### src/hw/rtl/sjlw_pkg.sv
// Shared types and constants for the Shift-JIS line wrapper.
// No dependencies; every other file of the block imports this package.
`default_nettype none

package sjlw_pkg;

    // Register indexes of the configuration port
    localparam int CFG_IDX_W = 2;
    localparam logic [CFG_IDX_W-1:0] CFG_KANJI_ENABLED = 2'd0;
    localparam logic [CFG_IDX_W-1:0] CFG_PAUSE_ENABLED = 2'd1;
    localparam logic [CFG_IDX_W-1:0] CFG_ROWS_PER_PAGE = 2'd2;

    // Control characters
    localparam logic [7:0] CHAR_LF = 8'h0A;
    localparam logic [7:0] CHAR_CR = 8'h0D;

    // Command queue depth between front and back
    localparam int QUEUE_DEPTH = 4;

    // One configuration write
    typedef struct packed {
        logic                 we;
        logic [CFG_IDX_W-1:0] index;
        logic [7:0]           data;
    } sjlw_cfg_wr_t;

    // Work for the back end: which words to send for one text byte
    typedef struct packed {
        logic       new_line;   // CR then LF
        logic       pause;      // pause request word
        logic       hi_en;      // lead byte of a double-byte character
        logic       lo_en;      // single byte or trail byte
        logic [7:0] hi_byte;
        logic [7:0] lo_byte;
    } sjlw_cmd_t;

endpackage

`default_nettype wire

### src/hw/rtl/shiftjis_text_line_wrapper_unit.sv
// A text byte's first word passes the queue, the current-command and output registers.
// Throughput: one text byte accepted per cycle while the 4-entry command queue has room;
// the back end sends one word per cycle unless out_ready stalls it; a byte makes 0 to 5
// words, typically 1 or 2.
// Reset (rst_n, async, active low): column, row, held lead and queue cleared;
// kanji on, pausing off, 25 rows per page.
`default_nettype none

module shiftjis_text_line_wrapper_unit #(
    parameter int LINE_WIDTH = 80
) (
    input  wire logic       clk,
    input  wire logic       rst_n,
    // configuration write port
    input  wire logic       cfg_we,
    input  wire logic [1:0] cfg_index,
    input  wire logic [7:0] cfg_data,
    // text input
    input  wire logic       in_valid,
    output logic            in_ready,
    input  wire logic [7:0] text_byte,
    input  wire logic       start_of_text,
    // console output
    output logic            out_valid,
    input  wire logic       out_ready,
    output logic [7:0]      out_byte,
    output logic            pause_request,
    output logic            last
);
    import sjlw_pkg::*;

    sjlw_cfg_wr_t cfg;
    sjlw_cmd_t    push_cmd;
    sjlw_cmd_t    head_cmd;
    logic         push;
    logic         pop;
    logic         q_full;
    logic         q_not_empty;

    always_comb
    begin
        cfg.we    = cfg_we;
        cfg.index = cfg_index;
        cfg.data  = cfg_data;
    end

    sjlw_front #(
        .LINE_WIDTH (LINE_WIDTH)
    ) u_front (
        .clk           (clk),
        .rst_n         (rst_n),
        .cfg           (cfg),
        .in_valid      (in_valid),
        .in_ready      (in_ready),
        .text_byte     (text_byte),
        .start_of_text (start_of_text),
        .queue_full    (q_full),
        .push          (push),
        .push_cmd      (push_cmd)
    );

    sjlw_queue u_queue (
        .clk       (clk),
        .rst_n     (rst_n),
        .push      (push),
        .push_cmd  (push_cmd),
        .pop       (pop),
        .full      (q_full),
        .not_empty (q_not_empty),
        .head_cmd  (head_cmd)
    );

    sjlw_back u_back (
        .clk           (clk),
        .rst_n         (rst_n),
        .q_not_empty   (q_not_empty),
        .q_cmd         (head_cmd),
        .pop           (pop),
        .out_valid     (out_valid),
        .out_ready     (out_ready),
        .out_byte      (out_byte),
        .pause_request (pause_request),
        .last          (last)
    );

endmodule

`default_nettype wire

### src/hw/rtl/sjlw_front.sv
// Front end: accepts text bytes, joins Shift-JIS pairs, tracks column and row,
// and issues at most one command per text byte. Holds the configuration registers.
// Depends on sjlw_pkg.
`default_nettype none

module sjlw_front #(
    parameter int LINE_WIDTH = 80
) (
    input  wire logic                 clk,
    input  wire logic                 rst_n,
    input  wire sjlw_pkg::sjlw_cfg_wr_t cfg,
    input  wire logic                 in_valid,
    output logic                      in_ready,
    input  wire logic [7:0]           text_byte,
    input  wire logic                 start_of_text,
    input  wire logic                 queue_full,
    output logic                      push,
    output sjlw_pkg::sjlw_cmd_t       push_cmd
);
    import sjlw_pkg::*;

    localparam logic [6:0] LW_C  = 7'(LINE_WIDTH);
    localparam logic [6:0] LW_M1 = 7'(LINE_WIDTH - 1);

    function automatic logic is_lead(input logic [7:0] b);
        is_lead = (b >= 8'h81 && b <= 8'h9F) || (b >= 8'hE0 && b <= 8'hEF);
    endfunction

    function automatic logic is_trail(input logic [7:0] b);
        is_trail = (b >= 8'h40 && b <= 8'h7E) || (b >= 8'h80 && b <= 8'hFC);
    endfunction

    logic       kanji_en_reg;
    logic       pause_en_reg;
    logic [7:0] rows_per_page_reg;

    logic [7:0] held_reg,  held_next;
    logic       pend_reg,  pend_next;
    logic [6:0] col_reg,   col_next;
    logic [7:0] row_reg,   row_next;

    logic       accept;
    logic [7:0] st_held;
    logic       st_pend;
    logic [6:0] st_col;
    logic [7:0] st_row;
    logic       hold;
    logic       is_double;
    logic [7:0] hi_b;
    logic       code_lf;
    logic       code_cr;
    logic       narrow_dbl;
    logic       wide;
    logic       valid_dbl;
    logic       nl;
    logic [7:0] row_after;
    logic       pause;
    logic       emit;
    logic [6:0] col_after;
    logic [6:0] col_final;
    logic [7:0] row_final;
    logic       any_word;

    assign in_ready = !queue_full;
    assign accept   = in_valid && in_ready;

    // Classify the byte against the state after an optional start of text
    always_comb
    begin
        st_held = start_of_text ? 8'h00 : held_reg;
        st_pend = start_of_text ? 1'b0  : pend_reg;
        st_col  = start_of_text ? 7'd0  : col_reg;
        st_row  = start_of_text ? 8'h00 : row_reg;

        hold      = 1'b0;
        is_double = 1'b0;
        hi_b      = 8'h00;
        if (st_pend)
        begin
            is_double = 1'b1;
            hi_b      = st_held;
        end
        else if (kanji_en_reg && is_lead(text_byte))
        begin
            hold = 1'b1;
        end

        code_lf    = !is_double && (text_byte == CHAR_LF);
        code_cr    = !is_double && (text_byte == CHAR_CR);
        // codes 0x8540-0x869D are single width
        narrow_dbl = (hi_b == 8'h85 && text_byte >= 8'h40) ||
                     (hi_b == 8'h86 && text_byte <= 8'h9D);
        wide       = is_double && !narrow_dbl;
        valid_dbl  = is_lead(hi_b) && is_trail(text_byte);

        nl = code_lf || (st_col >= LW_C) ||
             ((st_col == LW_M1) && is_double && valid_dbl && wide);

        row_after = nl ? st_row + 8'd1 : st_row;
        pause     = pause_en_reg && (rows_per_page_reg != 8'h00) &&
                    (row_after == rows_per_page_reg);
        row_final = pause ? 8'h00 : row_after;

        emit      = !code_lf && !code_cr;
        col_after = nl ? 7'd0 : st_col;
        col_final = emit ? col_after + (wide ? 7'd2 : 7'd1) : col_after;

        any_word  = nl || pause || emit;
    end

    // Command for the back end
    always_comb
    begin
        push_cmd.new_line = nl;
        push_cmd.pause    = pause;
        push_cmd.hi_en    = emit && is_double;
        push_cmd.lo_en    = emit;
        push_cmd.hi_byte  = hi_b;
        push_cmd.lo_byte  = text_byte;
    end

    assign push = accept && !hold && any_word;

    // Next state
    always_comb
    begin
        held_next = held_reg;
        pend_next = pend_reg;
        col_next  = col_reg;
        row_next  = row_reg;
        if (accept)
        begin
            if (hold)
            begin
                held_next = text_byte;
                pend_next = 1'b1;
                col_next  = st_col;
                row_next  = st_row;
            end
            else
            begin
                held_next = 8'h00;
                pend_next = 1'b0;
                col_next  = col_final;
                row_next  = row_final;
            end
        end
    end

    always_ff @(posedge clk or negedge rst_n)
    begin
        if (!rst_n)
        begin
            held_reg <= 8'h00;
            pend_reg <= 1'b0;
            col_reg  <= 7'd0;
            row_reg  <= 8'h00;
        end
        else
        begin
            held_reg <= held_next;
            pend_reg <= pend_next;
            col_reg  <= col_next;
            row_reg  <= row_next;
        end
    end

    // Configuration registers
    always_ff @(posedge clk or negedge rst_n)
    begin
        if (!rst_n)
        begin
            kanji_en_reg      <= 1'b1;
            pause_en_reg      <= 1'b0;
            rows_per_page_reg <= 8'd25;
        end
        else if (cfg.we)
        begin
            case (cfg.index)
                CFG_KANJI_ENABLED: kanji_en_reg      <= cfg.data[0];
                CFG_PAUSE_ENABLED: pause_en_reg      <= cfg.data[0];
                CFG_ROWS_PER_PAGE: rows_per_page_reg <= cfg.data;
                default:           ;
            endcase
        end
    end

endmodule

`default_nettype wire

### src/hw/rtl/sjlw_queue.sv
// Command queue between front and back end: small register FIFO.
// Depends on sjlw_pkg.
`default_nettype none

module sjlw_queue (
    input  wire logic                clk,
    input  wire logic                rst_n,
    input  wire logic                push,
    input  wire sjlw_pkg::sjlw_cmd_t push_cmd,
    input  wire logic                pop,
    output logic                     full,
    output logic                     not_empty,
    output sjlw_pkg::sjlw_cmd_t      head_cmd
);
    import sjlw_pkg::*;

    localparam int PTR_W = $clog2(QUEUE_DEPTH);
    localparam int CNT_W = $clog2(QUEUE_DEPTH + 1);

    sjlw_cmd_t        mem [QUEUE_DEPTH];
    logic [PTR_W-1:0] wr_ptr_reg, wr_ptr_next;
    logic [PTR_W-1:0] rd_ptr_reg, rd_ptr_next;
    logic [CNT_W-1:0] cnt_reg,    cnt_next;

    assign full      = (cnt_reg == CNT_W'(QUEUE_DEPTH));
    assign not_empty = (cnt_reg != '0);
    assign head_cmd  = mem[rd_ptr_reg];

    always_comb
    begin
        wr_ptr_next = push ? wr_ptr_reg + PTR_W'(1) : wr_ptr_reg;
        rd_ptr_next = pop  ? rd_ptr_reg + PTR_W'(1) : rd_ptr_reg;
        cnt_next    = cnt_reg;
        if (push && !pop)
            cnt_next = cnt_reg + CNT_W'(1);
        else if (pop && !push)
            cnt_next = cnt_reg - CNT_W'(1);
    end

    always_ff @(posedge clk or negedge rst_n)
    begin
        if (!rst_n)
        begin
            wr_ptr_reg <= '0;
            rd_ptr_reg <= '0;
            cnt_reg    <= '0;
        end
        else
        begin
            wr_ptr_reg <= wr_ptr_next;
            rd_ptr_reg <= rd_ptr_next;
            cnt_reg    <= cnt_next;
        end
    end

    // Entry storage
    always_ff @(posedge clk)
    begin
        if (push)
            mem[wr_ptr_reg] <= push_cmd;
    end

endmodule

`default_nettype wire

### src/hw/rtl/sjlw_back.sv
// Back end: expands each queued command into output words, one a cycle unless
// out_ready stalls it, through a registered output stage. Depends on sjlw_pkg.
`default_nettype none

module sjlw_back (
    input  wire logic                clk,
    input  wire logic                rst_n,
    input  wire logic                q_not_empty,
    input  wire sjlw_pkg::sjlw_cmd_t q_cmd,
    output logic                     pop,
    output logic                     out_valid,
    input  wire logic                out_ready,
    output logic [7:0]               out_byte,
    output logic                     pause_request,
    output logic                     last
);
    import sjlw_pkg::*;

    // Word slots in send order
    localparam int SLOT_CR    = 4;
    localparam int SLOT_LF    = 3;
    localparam int SLOT_PAUSE = 2;
    localparam int SLOT_HI    = 1;
    localparam int SLOT_LO    = 0;

    logic       cur_valid_reg, cur_valid_next;
    logic [4:0] cur_mask_reg,  cur_mask_next;
    logic [7:0] cur_hi_reg,    cur_hi_next;
    logic [7:0] cur_lo_reg,    cur_lo_next;

    logic       out_valid_reg, out_valid_next;
    logic [7:0] out_byte_reg,  out_byte_next;
    logic       out_pause_reg, out_pause_next;
    logic       out_last_reg,  out_last_next;

    logic       adv;
    logic [4:0] sel;
    logic [4:0] mask_rem;
    logic       done;
    logic [7:0] sel_byte;
    logic       sel_pause;

    // Pick the first pending word of the current command
    always_comb
    begin
        sel       = '0;
        sel_byte  = cur_lo_reg;
        sel_pause = 1'b0;
        if (cur_mask_reg[SLOT_CR])
        begin
            sel[SLOT_CR] = 1'b1;
            sel_byte     = CHAR_CR;
        end
        else if (cur_mask_reg[SLOT_LF])
        begin
            sel[SLOT_LF] = 1'b1;
            sel_byte     = CHAR_LF;
        end
        else if (cur_mask_reg[SLOT_PAUSE])
        begin
            sel[SLOT_PAUSE] = 1'b1;
            sel_byte        = 8'h00;
            sel_pause       = 1'b1;
        end
        else if (cur_mask_reg[SLOT_HI])
        begin
            sel[SLOT_HI] = 1'b1;
            sel_byte     = cur_hi_reg;
        end
        else
        begin
            sel[SLOT_LO] = 1'b1;
        end
        mask_rem = cur_mask_reg & ~sel;
        done     = (mask_rem == '0);
    end

    assign adv = cur_valid_reg && (!out_valid_reg || out_ready);
    assign pop = q_not_empty && (!cur_valid_reg || (adv && done));

    // Current command
    always_comb
    begin
        cur_valid_next = cur_valid_reg;
        cur_mask_next  = cur_mask_reg;
        cur_hi_next    = cur_hi_reg;
        cur_lo_next    = cur_lo_reg;
        if (adv)
        begin
            cur_mask_next = mask_rem;
            if (done)
                cur_valid_next = 1'b0;
        end
        if (pop)
        begin
            cur_valid_next = 1'b1;
            cur_mask_next  = {q_cmd.new_line, q_cmd.new_line, q_cmd.pause,
                              q_cmd.hi_en, q_cmd.lo_en};
            cur_hi_next    = q_cmd.hi_byte;
            cur_lo_next    = q_cmd.lo_byte;
        end
    end

    // Output register
    always_comb
    begin
        out_valid_next = out_valid_reg;
        out_byte_next  = out_byte_reg;
        out_pause_next = out_pause_reg;
        out_last_next  = out_last_reg;
        if (adv)
        begin
            out_valid_next = 1'b1;
            out_byte_next  = sel_byte;
            out_pause_next = sel_pause;
            out_last_next  = done;
        end
        else if (out_ready)
        begin
            out_valid_next = 1'b0;
        end
    end

    always_ff @(posedge clk or negedge rst_n)
    begin
        if (!rst_n)
        begin
            cur_valid_reg <= 1'b0;
            cur_mask_reg  <= '0;
            out_valid_reg <= 1'b0;
        end
        else
        begin
            cur_valid_reg <= cur_valid_next;
            cur_mask_reg  <= cur_mask_next;
            out_valid_reg <= out_valid_next;
        end
    end

    always_ff @(posedge clk)
    begin
        cur_hi_reg    <= cur_hi_next;
        cur_lo_reg    <= cur_lo_next;
        out_byte_reg  <= out_byte_next;
        out_pause_reg <= out_pause_next;
        out_last_reg  <= out_last_next;
    end

    assign out_valid     = out_valid_reg;
    assign out_byte      = out_byte_reg;
    assign pause_request = out_pause_reg;
    assign last          = out_last_reg;

endmodule

`default_nettype wire
### config.mk
export PLATFORM = sky130hd
export DESIGN_NAME = shiftjis_text_line_wrapper_unit
export DESIGN_NICKNAME = d
export VERILOG_FILES = /design/src/hw/rtl/sjlw_pkg.sv /design/src/hw/rtl/shiftjis_text_line_wrapper_unit.sv /design/src/hw/rtl/sjlw_front.sv /design/src/hw/rtl/sjlw_queue.sv /design/src/hw/rtl/sjlw_back.sv
export SDC_FILE = /design/constraint.sdc
export NUM_CORES = 1
export LEC_CHECK = 0
export BUFFER_PORTS_ARGS = -buffer_cell sky130_fd_sc_hd__buf_2
export CAP_MARGIN = 20
export CORE_ASPECT_RATIO = 1.75
export CORE_MARGIN = 1
export CORE_UTILIZATION = 35
export DETAILED_ROUTE_END_ITERATION = 6
export HOLD_SLACK_MARGIN = 0.15
export SLEW_MARGIN = 20
export SYNTH_ARGS = -nofsm -noshare
export SYNTH_HDL_FRONTEND = slang
export SYNTH_SLANG_ARGS = --single-unit
### constraint.sdc
create_clock -name clk -period 3.61 [get_ports clk]
set_clock_uncertainty 0.2 [all_clocks]
set_input_delay 0.1805 -clock clk [delete_from_list [all_inputs] [get_ports clk]]
set_output_delay 0.1805 -clock clk [all_outputs]
set_load 0.05 [all_outputs]
After elaboration in Yosys (flattened, before gate mapping)

Memory sizes are Yosys's and may differ from the RTL's.
Index checks and enable logic that the tools add are counted.

Register bits: 74
RAM bits: 80
Input port bits: 24
Output and inout port bits: 12
Memories kept: 1

$add $sub $neg: 6
Order comparisons: 14
Eq/ne operators: 9
Multiplexer cells: 39
Bitwise logic cells: 2
Reductions and logical operators: 62

Memories:

| memory      | words | width | rd ports | clocked after memory_dff | write ports | line             | RTL |
|---|---|---|---|---|---|---|---|
| u_queue.mem | 4     | 20    | 1        | 0                        | 1           | sjlw_queue.sv:20 | `sjlw_cmd_t mem [QUEUE_DEPTH];` |

Operator list:

| kind                                                               | number |
|---|---|
| 2-to-1 mux 8 bit                                                   | 8 |
| less-or-equal comparator 8 bit (second input constant)             | 6 |
| greater-or-equal comparator 8 bit (second input constant)          | 5 |
| logical AND 1 bit                                                  | 28 |
| 2-to-1 mux 7 bit                                                   | 4 |
| 2-to-1 mux 1 bit                                                   | 17 |
| == test 8 x 4 -> 1 bit (second input constant)                     | 2 |
| == test 8 bit (second input constant)                              | 2 |
| 2-to-1 mux 3 bit                                                   | 4 |
| zero test 1 bit                                                    | 10 |
| logical OR 1 bit                                                   | 10 |
| 2-to-1 mux 5 bit                                                   | 2 |
| adder 8 x 1 -> 8 bit (second input constant)                       | 1 |
| == test 8 bit                                                      | 1 |
| greater-or-equal comparator 8 x 7 -> 1 bit (second input constant) | 1 |
| less-or-equal comparator 8 x 7 -> 1 bit (second input constant)    | 1 |
| 2-to-1 mux 4 bit                                                   | 2 |
| AND reduction 2 bit                                                | 4 |
| nonzero test 2 bit                                                 | 4 |
| nonzero test 8 bit                                                 | 1 |
| adder 7 bit                                                        | 1 |
| == test 7 bit (second input constant)                              | 1 |
| greater-or-equal comparator 7 bit (second input constant)          | 1 |
| AND 5 bit                                                          | 1 |
| 13 further kinds                                                   | 15 |

Logic depth before layout (Yosys ltp)

Gate-level depths: netlist of the first run.

Depth in word-level cells: 19
Gate-level depth with buffers: 19

Modules after synthesis

A second synthesis of the first run with hierarchy kept.

Cells, all modules: 558
Area total of the unflattened synthesis: 7307.0 um2

By module, submodules not included:

| module     | times used | cells each | area each (um2) | sequential area each (um2) |
|---|---|---|---|---|
| sjlw_queue | 1          | 138        | 3284.4          | 2577.5 |
| sjlw_front | 1          | 327        | 2655.0          | 855.8 |
| sjlw_back  | 1          | 93         | 1367.6          | 955.9 |

Least setup slack after synthesis of the first run

No wires, ideal clock.

Path kind: input -> register
From: input start_of_text
To: register u_queue.cnt_reg[2]
Library setup time: 0.079 ns
Arrival time: 3.872 ns
Required time: 3.331 ns
Path slack: -0.541 ns
Stages on the path: 19
Path buffers: 3
Cell sequence: buf_6 > clkbuf_1 > buf_1 > nor2b_1 > ha_1 > and4b_1 > nor3b_1 > a211o_1 > a221oi_1 > o211ai_1 > a2111oi_2 > and3_4 > o311a_4 > ha_1 > inv_1 > fa_1 > xor2_1 > nor2_1 > xor2_1

Word-level cells in the longest chain between the ends: 18
Elaborated cells on any way between the ends: 49
Classes of those cells: 1 x add/sub; 5 x order compare; 4 x eq/ne; 9 x mux; 30 x reduce/logical

RTL lines:

| item                                                            | line                                                 | RTL |
|---|---|---|
| start: declaration                                              | shiftjis_text_line_wrapper_unit.sv:22                | `input wire logic start_of_text,` |
| 2-to-1 mux 8 bit or 2-to-1 mux 1 bit (tied branches)            | sjlw_front.sv:70, sjlw_front.sv:71                   |  |
| 2-to-1 mux 8 bit                                                | sjlw_front.sv:78                                     | `if (st_pend)` |
| greater-or-equal comparator 8 bit, or another cell as far along | sjlw_front.sv:26                                     | `is_lead = (b >= 8'h81 && b <= 8'h9F) \|\| (b >= 8'hE0 && b <= 8'hEF);` |
| logical AND 1 bit, on equally long branches                     | sjlw_front.sv:26, sjlw_front.sv:91, sjlw_front.sv:92 |  |
| logical OR 1 bit, on equally long branches                      | sjlw_front.sv:26, sjlw_front.sv:91                   |  |
| logical AND 1 bit or zero test 1 bit (tied branches)            | sjlw_front.sv:94, sjlw_front.sv:93                   |  |
| logical AND 1 bit, on equally long branches                     | sjlw_front.sv:97, sjlw_front.sv:93                   |  |
| logical AND 1 bit                                               | sjlw_front.sv:97                                     | `((st_col == LW_M1) && is_double && valid_dbl && wide);` |
| [2 not listed]                                                  | n/a                                                  |  |
| == test 8 bit                                                   | sjlw_front.sv:101                                    | `(row_after == rows_per_page_reg);` |
| logical AND 1 bit                                               | sjlw_front.sv:100                                    | `pause = pause_en_reg && (rows_per_page_reg != 8'h00) &&` |
| logical OR 1 bit (2 in a row)                                   | sjlw_front.sv:108                                    | `any_word = nl \|\| pause \|\| emit;` |
| logical AND 1 bit *                                             | sjlw_front.sv:122                                    | `assign push = accept && !hold && any_word;` |
| net push                                                        | shiftjis_text_line_wrapper_unit.sv:35                | `logic push;` |
| zero test 1 bit                                                 | sjlw_queue.sv:36                                     | `else if (pop && !push)` |
| logical AND 1 bit                                               | sjlw_queue.sv:36                                     |  |
| nonzero test 2 bit (no source line)                             | n/a                                                  |  |
| end signal: assignment                                          | sjlw_queue.sv:52                                     | `cnt_reg <= cnt_next;` |
| end: declaration                                                | sjlw_queue.sv:23                                     | `logic [CNT_W-1:0] cnt_reg, cnt_next;` |

Mark *: on every way through the listed nets, which the timed path passes. The rest lies on a longest branch.
A chain may end at the register's enable or synchronous reset.

Final worst setup path of the first run

From: register u_front.row_reg[1]
To: register u_queue.cnt_reg[2]

Word-level cells in the longest chain between the ends: 11
Elaborated cells on any way between the ends: 13
Classes of those cells: 1 x add/sub; 1 x eq/ne; 3 x mux; 8 x reduce/logical

RTL lines:

| item                                | line                                  | RTL |
|---|---|---|
| start: declaration                  | sjlw_front.sv:40                      | `logic [7:0] row_reg, row_next;` |
| start signal: assignment            | sjlw_front.sv:164                     | `row_reg <= row_next;` |
| 2-to-1 mux 8 bit *                  | sjlw_front.sv:73                      | `st_row = start_of_text ? 8'h00 : row_reg;` |
| adder 8 x 1 -> 8 bit                | sjlw_front.sv:99                      | `row_after = nl ? st_row + 8'd1 : st_row;` |
| 2-to-1 mux 8 bit *                  | sjlw_front.sv:99                      |  |
| == test 8 bit *                     | sjlw_front.sv:101                     |  |
| logical AND 1 bit *                 | sjlw_front.sv:100                     |  |
| logical OR 1 bit * (2 in a row)     | sjlw_front.sv:108                     |  |
| logical AND 1 bit *                 | sjlw_front.sv:122                     |  |
| net push                            | shiftjis_text_line_wrapper_unit.sv:35 |  |
| zero test 1 bit                     | sjlw_queue.sv:36                      |  |
| logical AND 1 bit                   | sjlw_queue.sv:36                      |  |
| nonzero test 2 bit (no source line) | n/a                                   |  |

Marks and branches as above.

==> impl_metrics.toml, run 1 <==
[timing]
holdWs_ps = 194
rsz0062_at_grt = "yes"
finalCritPeriodShare_pct = 99.4
relSlewSlack_pct = 31.4
setup_viol = 0
clock.fmax_mhz = 279
slew_violations = 0
fin_ws_ps = 22.8
period_needed_ps = 3590
hold_viol = 0
tightestPinTransition_ps = 1030

[route]
dr.pass1.iters = 5
wl_per_cell_um = 18.3
first_iter_violations = 249
num_vias = 4643
drt-total-wl_um = 16000
antenna_left = 0
vias_per_cell = 5.30
drc = 0

[critical_path]
path_class = "flip-flop to flip-flop"
cp.required_ps = 3760
cpLargestDelayFamily = "simple AND/OR/NAND/NOR gates"
crit_fanout = 3
critPathLaunch = "u_front.row_reg[1]"
max_stage_delay_ps = 370
cp_num_buf_inv = 1
rrSetupSlack_ps = 20
cp_slowest_cell = "fa_1"
crit_chain = "nor2b_4 -> ha_4 -> and4b_1 -> nand3_2 -> nand2b_4 -> o32ai_4 -> mux2i_2 -> xor2_1 -> and3_4 -> o311a_4 -> ha_4 -> inv_2 -> fa_1 -> xor2_1 -> nor2_1 -> xor2_1"
cp-start-kind = "flip-flop"
cp_common_cell = "xor2_1"
reg2reg_from = "u_front.row_reg[1]"
cp.depth = 16
ff2ff_path_depth = 16
arrival_ps = 3730
endpoint_kind = "flip-flop"

[yosys]
syn_inst = 515
synth_seq_cells = 154
synth-simple-area-share_pct = 12.8
synth_compound_area_share_pct = 8.98
synth_top_family_by_area = "simple AND/OR/NAND/NOR gates"
synth_ff_type = "edfxtp_1"
syn_area_per_cell_um2 = 13.7
synth.distinct_cells = 71
muxShareOfSynthArea_pct = 10.2
synth_edf_count = 106
synth_area_um2 = 7060
yosys.area_share.adder_pct = 2.13
mappedNetlistNets = 549
async_reset_ff_share_pct = 31.2
ys_seq_area_share_pct = 62.2
synth_xor_area_share_pct = 1.74
yosysWarnings = 0

[power_and_ir_drop]
power_mw = 6.27
powerDensity_nw_per_um2 = 712
peakVddDrop_mv = 0.589
power.leakage_nw = 3.34

[global_route]
gr-max-usage-layer = "met2"
grt_use_met2_pct = 30.8
overflow = 0
grt_pass1_vias = 4903
antenna_found_initial = 1
grt_max_degree = 29
track_usage_pct = 16.6
met1_usage_pct = 17.3
gr-usage-met3_pct = 3.39
grt_pass1_wl_um = 25600

[finish]
area_delta_synth_final_pct = 24.8
largest_register_ff_count = 80
design_area_um2 = 8810
max_flop_register = "u_queue.mem"
fin_nets = 652
final_common_cell = "edfxtp_1"
drive_gt1_share_pct = 27.1
fin_cells = 876
fill_cells = 1773
layout_common_cells = "edfxtp_1 (106), nand2_1 (49), dfrtp_1 (43)"
diodes = 0

[floorplan]
num_rows = 68
start_util_pct = 35.8
dieWidth_um = 109
die_y_um = 190
dieArea_um2 = 20800
ios = 36
core-area_um2 = 19700

[clocking]
clockBufferDepth = 2
clk_latency_ps = 420
cts_tree = "yes"
clk_pin_slew_ps = 60
clockRootBuffer = "clkbuf_16"
cts_buffers = 17
cts.sinks = 154
htreeDepth = 4

[placed_design]
gp_congestion = 0.887
port_buffers = 35
placed_area_um2 = 7880
dp_hpwl_um = 11400
place_inst = 816
place_ws_ps = -96.9

[job]
drv_cap = 0

[hold_path]
min_path_type = "input port to flip-flop"
hold_depth = 3
hp-start = "start_of_text"

[outcome]
status = "finished clean"
stage by stage:
step / setup TNS (ps) / utilization, %
floorplan: -19.0 / -
global placement: -82.4 / 39.9
detailed placement: -150 / 39.9
CTS: 0 / 44.5
global route: -256 / 44.6
finish: 0 / 44.6
power by group:
| group | switching [mW] | total [mW] | internal, mW | leakage (nW) |
|---|---|---|---|---|
| combinational | 0.962 | 1.72 | 0.754 | 1.46 |
| clock | 0.717 | 1.83 | 1.11 | 0.283 |
| sequential | 0.271 | 2.73 | 2.46 | 1.60 |
| total | 1.95 | 6.27 | 4.32 | 3.34 |
final cells by class:
| cell class | count | area (um^2) | share of cell area, % |
|---|---|---|---|
| Clock buffer | 19 | 443 | 5.03 |
| Clock inverter | 13 | 168 | 1.90 |
| Inverter | 15 | 56.3 | 0.639 |
| Multi-Input combinational cell | 328 | 2640 | 30.0 |
| Sequential cell | 154 | 4390 | 49.8 |
| Tap cell | 245 | 307 | 3.48 |
| Timing Repair Buffer | 102 | 806 | 9.15 |
cell usage after synthesis, types with 5 or more instances:
cell type / instances / area (um^2)
edfxtp_1: 106 / 3180
nand2_1: 50 / 188
dfrtp_1: 44 / 1100
nor2_1: 32 / 120
o21ai_0: 26 / 130
mux4_2: 20 / 450
and2_1: 16 / 100
inv_1: 15 / 56.3
nand3_1: 14 / 70.1
mux2i_1: 13 / 130
mux2_2: 11 / 124
clkbuf_1: 10 / 37.5
ha_1: 8 / 100
nor2b_1: 8 / 50.1
a21oi_1: 7 / 35.0
xnor2_1: 7 / 61.3
xor2_1: 7 / 61.3
a21o_1: 6 / 45.0
nand2b_1: 6 / 37.5
nor3_1: 6 / 30.0
o211ai_1: 6 / 45.0
buf_1: 5 / 18.8
nand4_1: 5 / 31.3
worst min-delay path, stage by stage:
cell,delay [ps]
buf_2,180
nand3b_4,200
inv_1,120
per-layer routing:
metal / part of all wire, % / vias to the layer above
met5: 0.081 / -
met4: 3.3 / 2
met3: 3.1 / 32
met2: 57 / 117
met1: 37 / 2345
li1: - / 2147
timing repair:
item | in CTS | in global routing
hold buffers | 26 | 0
buffers inserted | 2 | 0
resized for setup | 3 | 9
setup endpoints to repair | 2 | 6
pin swaps | 6 | 1
endpoints found under the hold margin | 102 | 0
cells by family (layout without fill, tap and decap cells):
family | after synthesis | after routing
and+or+nand+nor | 171 | 171
xor gates and xnor gates | 14 | 14
muxes | 45 | 45
AOI/OAI and AO/OA | 87 | 87
DFF | 154 | 154
buffers and inverters | 33 | 149
adders and majority gates | 11 | 11
path summary, 6_finish.rpt:
check,to
worst max-delay path,u_queue.cnt_reg[2]
worst min-delay path,u_queue.mem[2][15]
worst max register to register,u_queue.cnt_reg[2]
worst min register to register,u_front.row_reg[7]
max in group asynchronous,u_queue.cnt_reg[2]
min in group asynchronous,u_front.rows_per_page_reg[4]
Power figures use the tool's default switching activity.
==> run 2: changes to the inputs <==
CELL_PAD_IN_SITES_DETAIL_PLACEMENT = 2   (was unset)
CELL_PAD_IN_SITES_GLOBAL_PLACEMENT = 2   (was unset)
PLACE_DENSITY_LB_ADDON = 0.1   (was unset)
==> run 2 against run 1 <==
The run now ends with setup timing left; register-to-register slack worse by 180 ps; cell count up 2.7%; clock-buffer cell count up 6; sequential power about the same; sequential cell count unchanged; routed wire length up 32%; total power up 2.8%; fmax down 4.7%; global-route usage up 5.2 points; hold slack worse by 29 ps; via count up 3.8%; critical path type unchanged; largest power group unchanged.
==> impl_metrics.toml, run 2 (same netlist as run 1, synthesis figures left out) <==
[outcome]
status = "finished, violations left"
violations = "setup timing"

[floorplan]
start_util_pct = 35.8
dieWidth_um = 109
die_y_um = 190
dieArea_um2 = 20800
core-area_um2 = 19700
num_rows = 68
ios = 36

[finish]
final_common_cell = "edfxtp_1"
multi_input_area_um2 = 2700
fin_nets = 676
max_flop_register = "u_queue.mem"
area_delta_synth_final_pct = 28.6
diodes = 0
drive_gt1_share_pct = 31.5
largest_register_ff_count = 80
layout_common_cells = "edfxtp_1 (106), buf_4 (57), nand2_1 (50)"
fill_cells = 1942
seq_area_um2 = 4390

[clocking]
clk_latency_ps = 430
clockBufferDepth = 2
clk_pin_slew_ps = 60
cts.sinks = 154
clockRootBuffer = "clkbuf_16"
htreeDepth = 4
cts_buffers = 17
cts_tree = "yes"

[critical_path]
r2r-end = "u_queue.cnt_reg[2]"
max_stage_delay_ps = 380
ff2ff_path_depth = 16
path_class = "flip-flop to flip-flop"
cp.required_ps = 3750
cp_slowest_cell = "dfrtp_1"
endpoint_kind = "flip-flop"
critPathLaunch = "u_front.row_reg[1]"
rrSetupSlack_ps = -150
crit_chain = "nor2b_4 -> ha_4 -> and4b_2 -> nor3b_1 -> a211o_1 -> a221oi_2 -> o211ai_1 -> a2111oi_4 -> and3_4 -> o311a_4 -> ha_4 -> inv_2 -> fa_2 -> xor2_1 -> nor2_1 -> xor2_1"
cp.depth = 16
reg2reg_from = "u_front.row_reg[1]"
arrival_ps = 3910
crit_fanout = 4
crit_end = "u_queue.cnt_reg[2]"
cp_num_buf_inv = 1
cpLargestDelayFamily = "compound AO/OA/AOI/OAI gates"
cp-start-kind = "flip-flop"

[power_and_ir_drop]
power.leakage_nw = 3.50
power_mw = 6.45
powerDensity_nw_per_um2 = 710
internal-power_mw = 4.36
clock_power_share_pct = 27.0
switchingPower_mw = 2.09
combPwrFrac_pct = 30.4
p_sw_share_pct = 32.4
p_seq_share_pct = 42.6
peakVddDrop_mv = 0.410

[timing]
rsz0062_at_grt = "yes"
finalCritPeriodShare_pct = 104
hold_viol = 0
setup_viol = 2
tightestPinTransition_ps = 1080
slew_violations = 0
relSlewSlack_pct = 28.3
clock.fmax_mhz = 266
period_needed_ps = 3760
fin_ws_ps = -154

[hold_path]
hp-start = "text_byte[6]"
min_path_type = "input port to flip-flop"

[global_route]
grt_pass1_vias = 5625
track_usage_pct = 21.8
grt_max_degree = 33
overflow = 0
antenna_found_initial = 0
grt_pass1_wl_um = 32500

[placed_design]
dp_hpwl_um = 14700
gp_congestion = 0.856
place_ws_ps = -374
port_buffers = 35

[route]
wl_per_cell_um = 23.5
first_iter_violations = 176
drt-total-wl_um = 21100
drc = 0
vias_per_cell = 5.36
wl_met1_um = 7120
route.met2.wl_um = 12600
highest_layer = "met4"
num_vias = 4820
dr.pass1.iters = 4
wl_met3_um = 493
antenna_left = 0

[job]
drv_cap = 0
==> run 2: worst min-delay path, cell delays in order <==
cell	delay (ps)
buf_2	130
buf_4	160
nand2_1	60
nor2_1	50
nand3_1	120
nand2_1	60
==> run 2: worst min-delay path by stage <==
| stage | end | slack [ps] | cells past startpoint |
|---|---|---|---|
| floorplan | u_back.cur_mask_reg[0] | -320 | 0 |
| global placement | u_queue.rd_ptr_reg[1] | 150 | 1 |
| detailed placement | u_queue.rd_ptr_reg[1] | 140 | 1 |
| CTS | u_front.held_reg[5] | 150 | 6 |
| global route | u_front.held_reg[5] | 210 | 6 |
| finish | u_front.held_reg[5] | 170 | 6 |
==> run 2: layer usage <==
layer  track usage, %  up-vias
li1                 -     2194
met2             42.5       89
met4             11.5        0
met1             21.1     2488
met5                0        -
met3             3.39       49
==> run 2: layout make-up <==
| cell class | instances | area share (%) |
|---|---|---|
| Inverter | 15 | 0.620 |
| Clock buffer | 25 | 5.58 |
| Tap cell | 245 | 3.38 |
| Clock inverter | 7 | 0.689 |
| Multi-Input combinational cell | 328 | 29.7 |
| Timing Repair Buffer | 126 | 11.7 |
| Sequential cell | 154 | 48.3 |
==> run 2: power groups by stage <==
stage               clock network [mW]  logic (mW)  registers [mW]
floorplan                            0        1.08            2.85
global placement                     0        1.76            2.73
detailed placement                   0        1.84            2.79
CTS                               1.79        1.91            2.76
global route                      1.84        2.16            2.80
finish                            1.74        1.96            2.75
==> run 2: metrics by stage <==
stage / utilization, % / setup TNS [ps] / hold slack (ps) / instances / area [um^2]
6_report: 46.0 / -251 / 165 / 900 / 9080
2_1_floorplan: - / -19.0 / -315 / 515 / 7140
3_5_place_dp: 40.4 / -11950 / 142 / 831 / 7980
5_1_grt: 46.0 / -5590 / 212 / 900 / 9080
4_1_cts: 44.8 / -255 / 155 / 888 / 8850
3_3_place_gp: 40.4 / -1080 / 152 / 831 / 7980
==> run 2: repair_timing <==
item | in CTS | in global routing
resized for setup | 10 | 25
endpoints found under the setup margin | 84 | 84
hold endpoints to repair | 84 | 0
buffers inserted | 1 | 9
gates cloned | 1 | 3
pin swaps | 3 | 8
hold buffers | 23 | 0
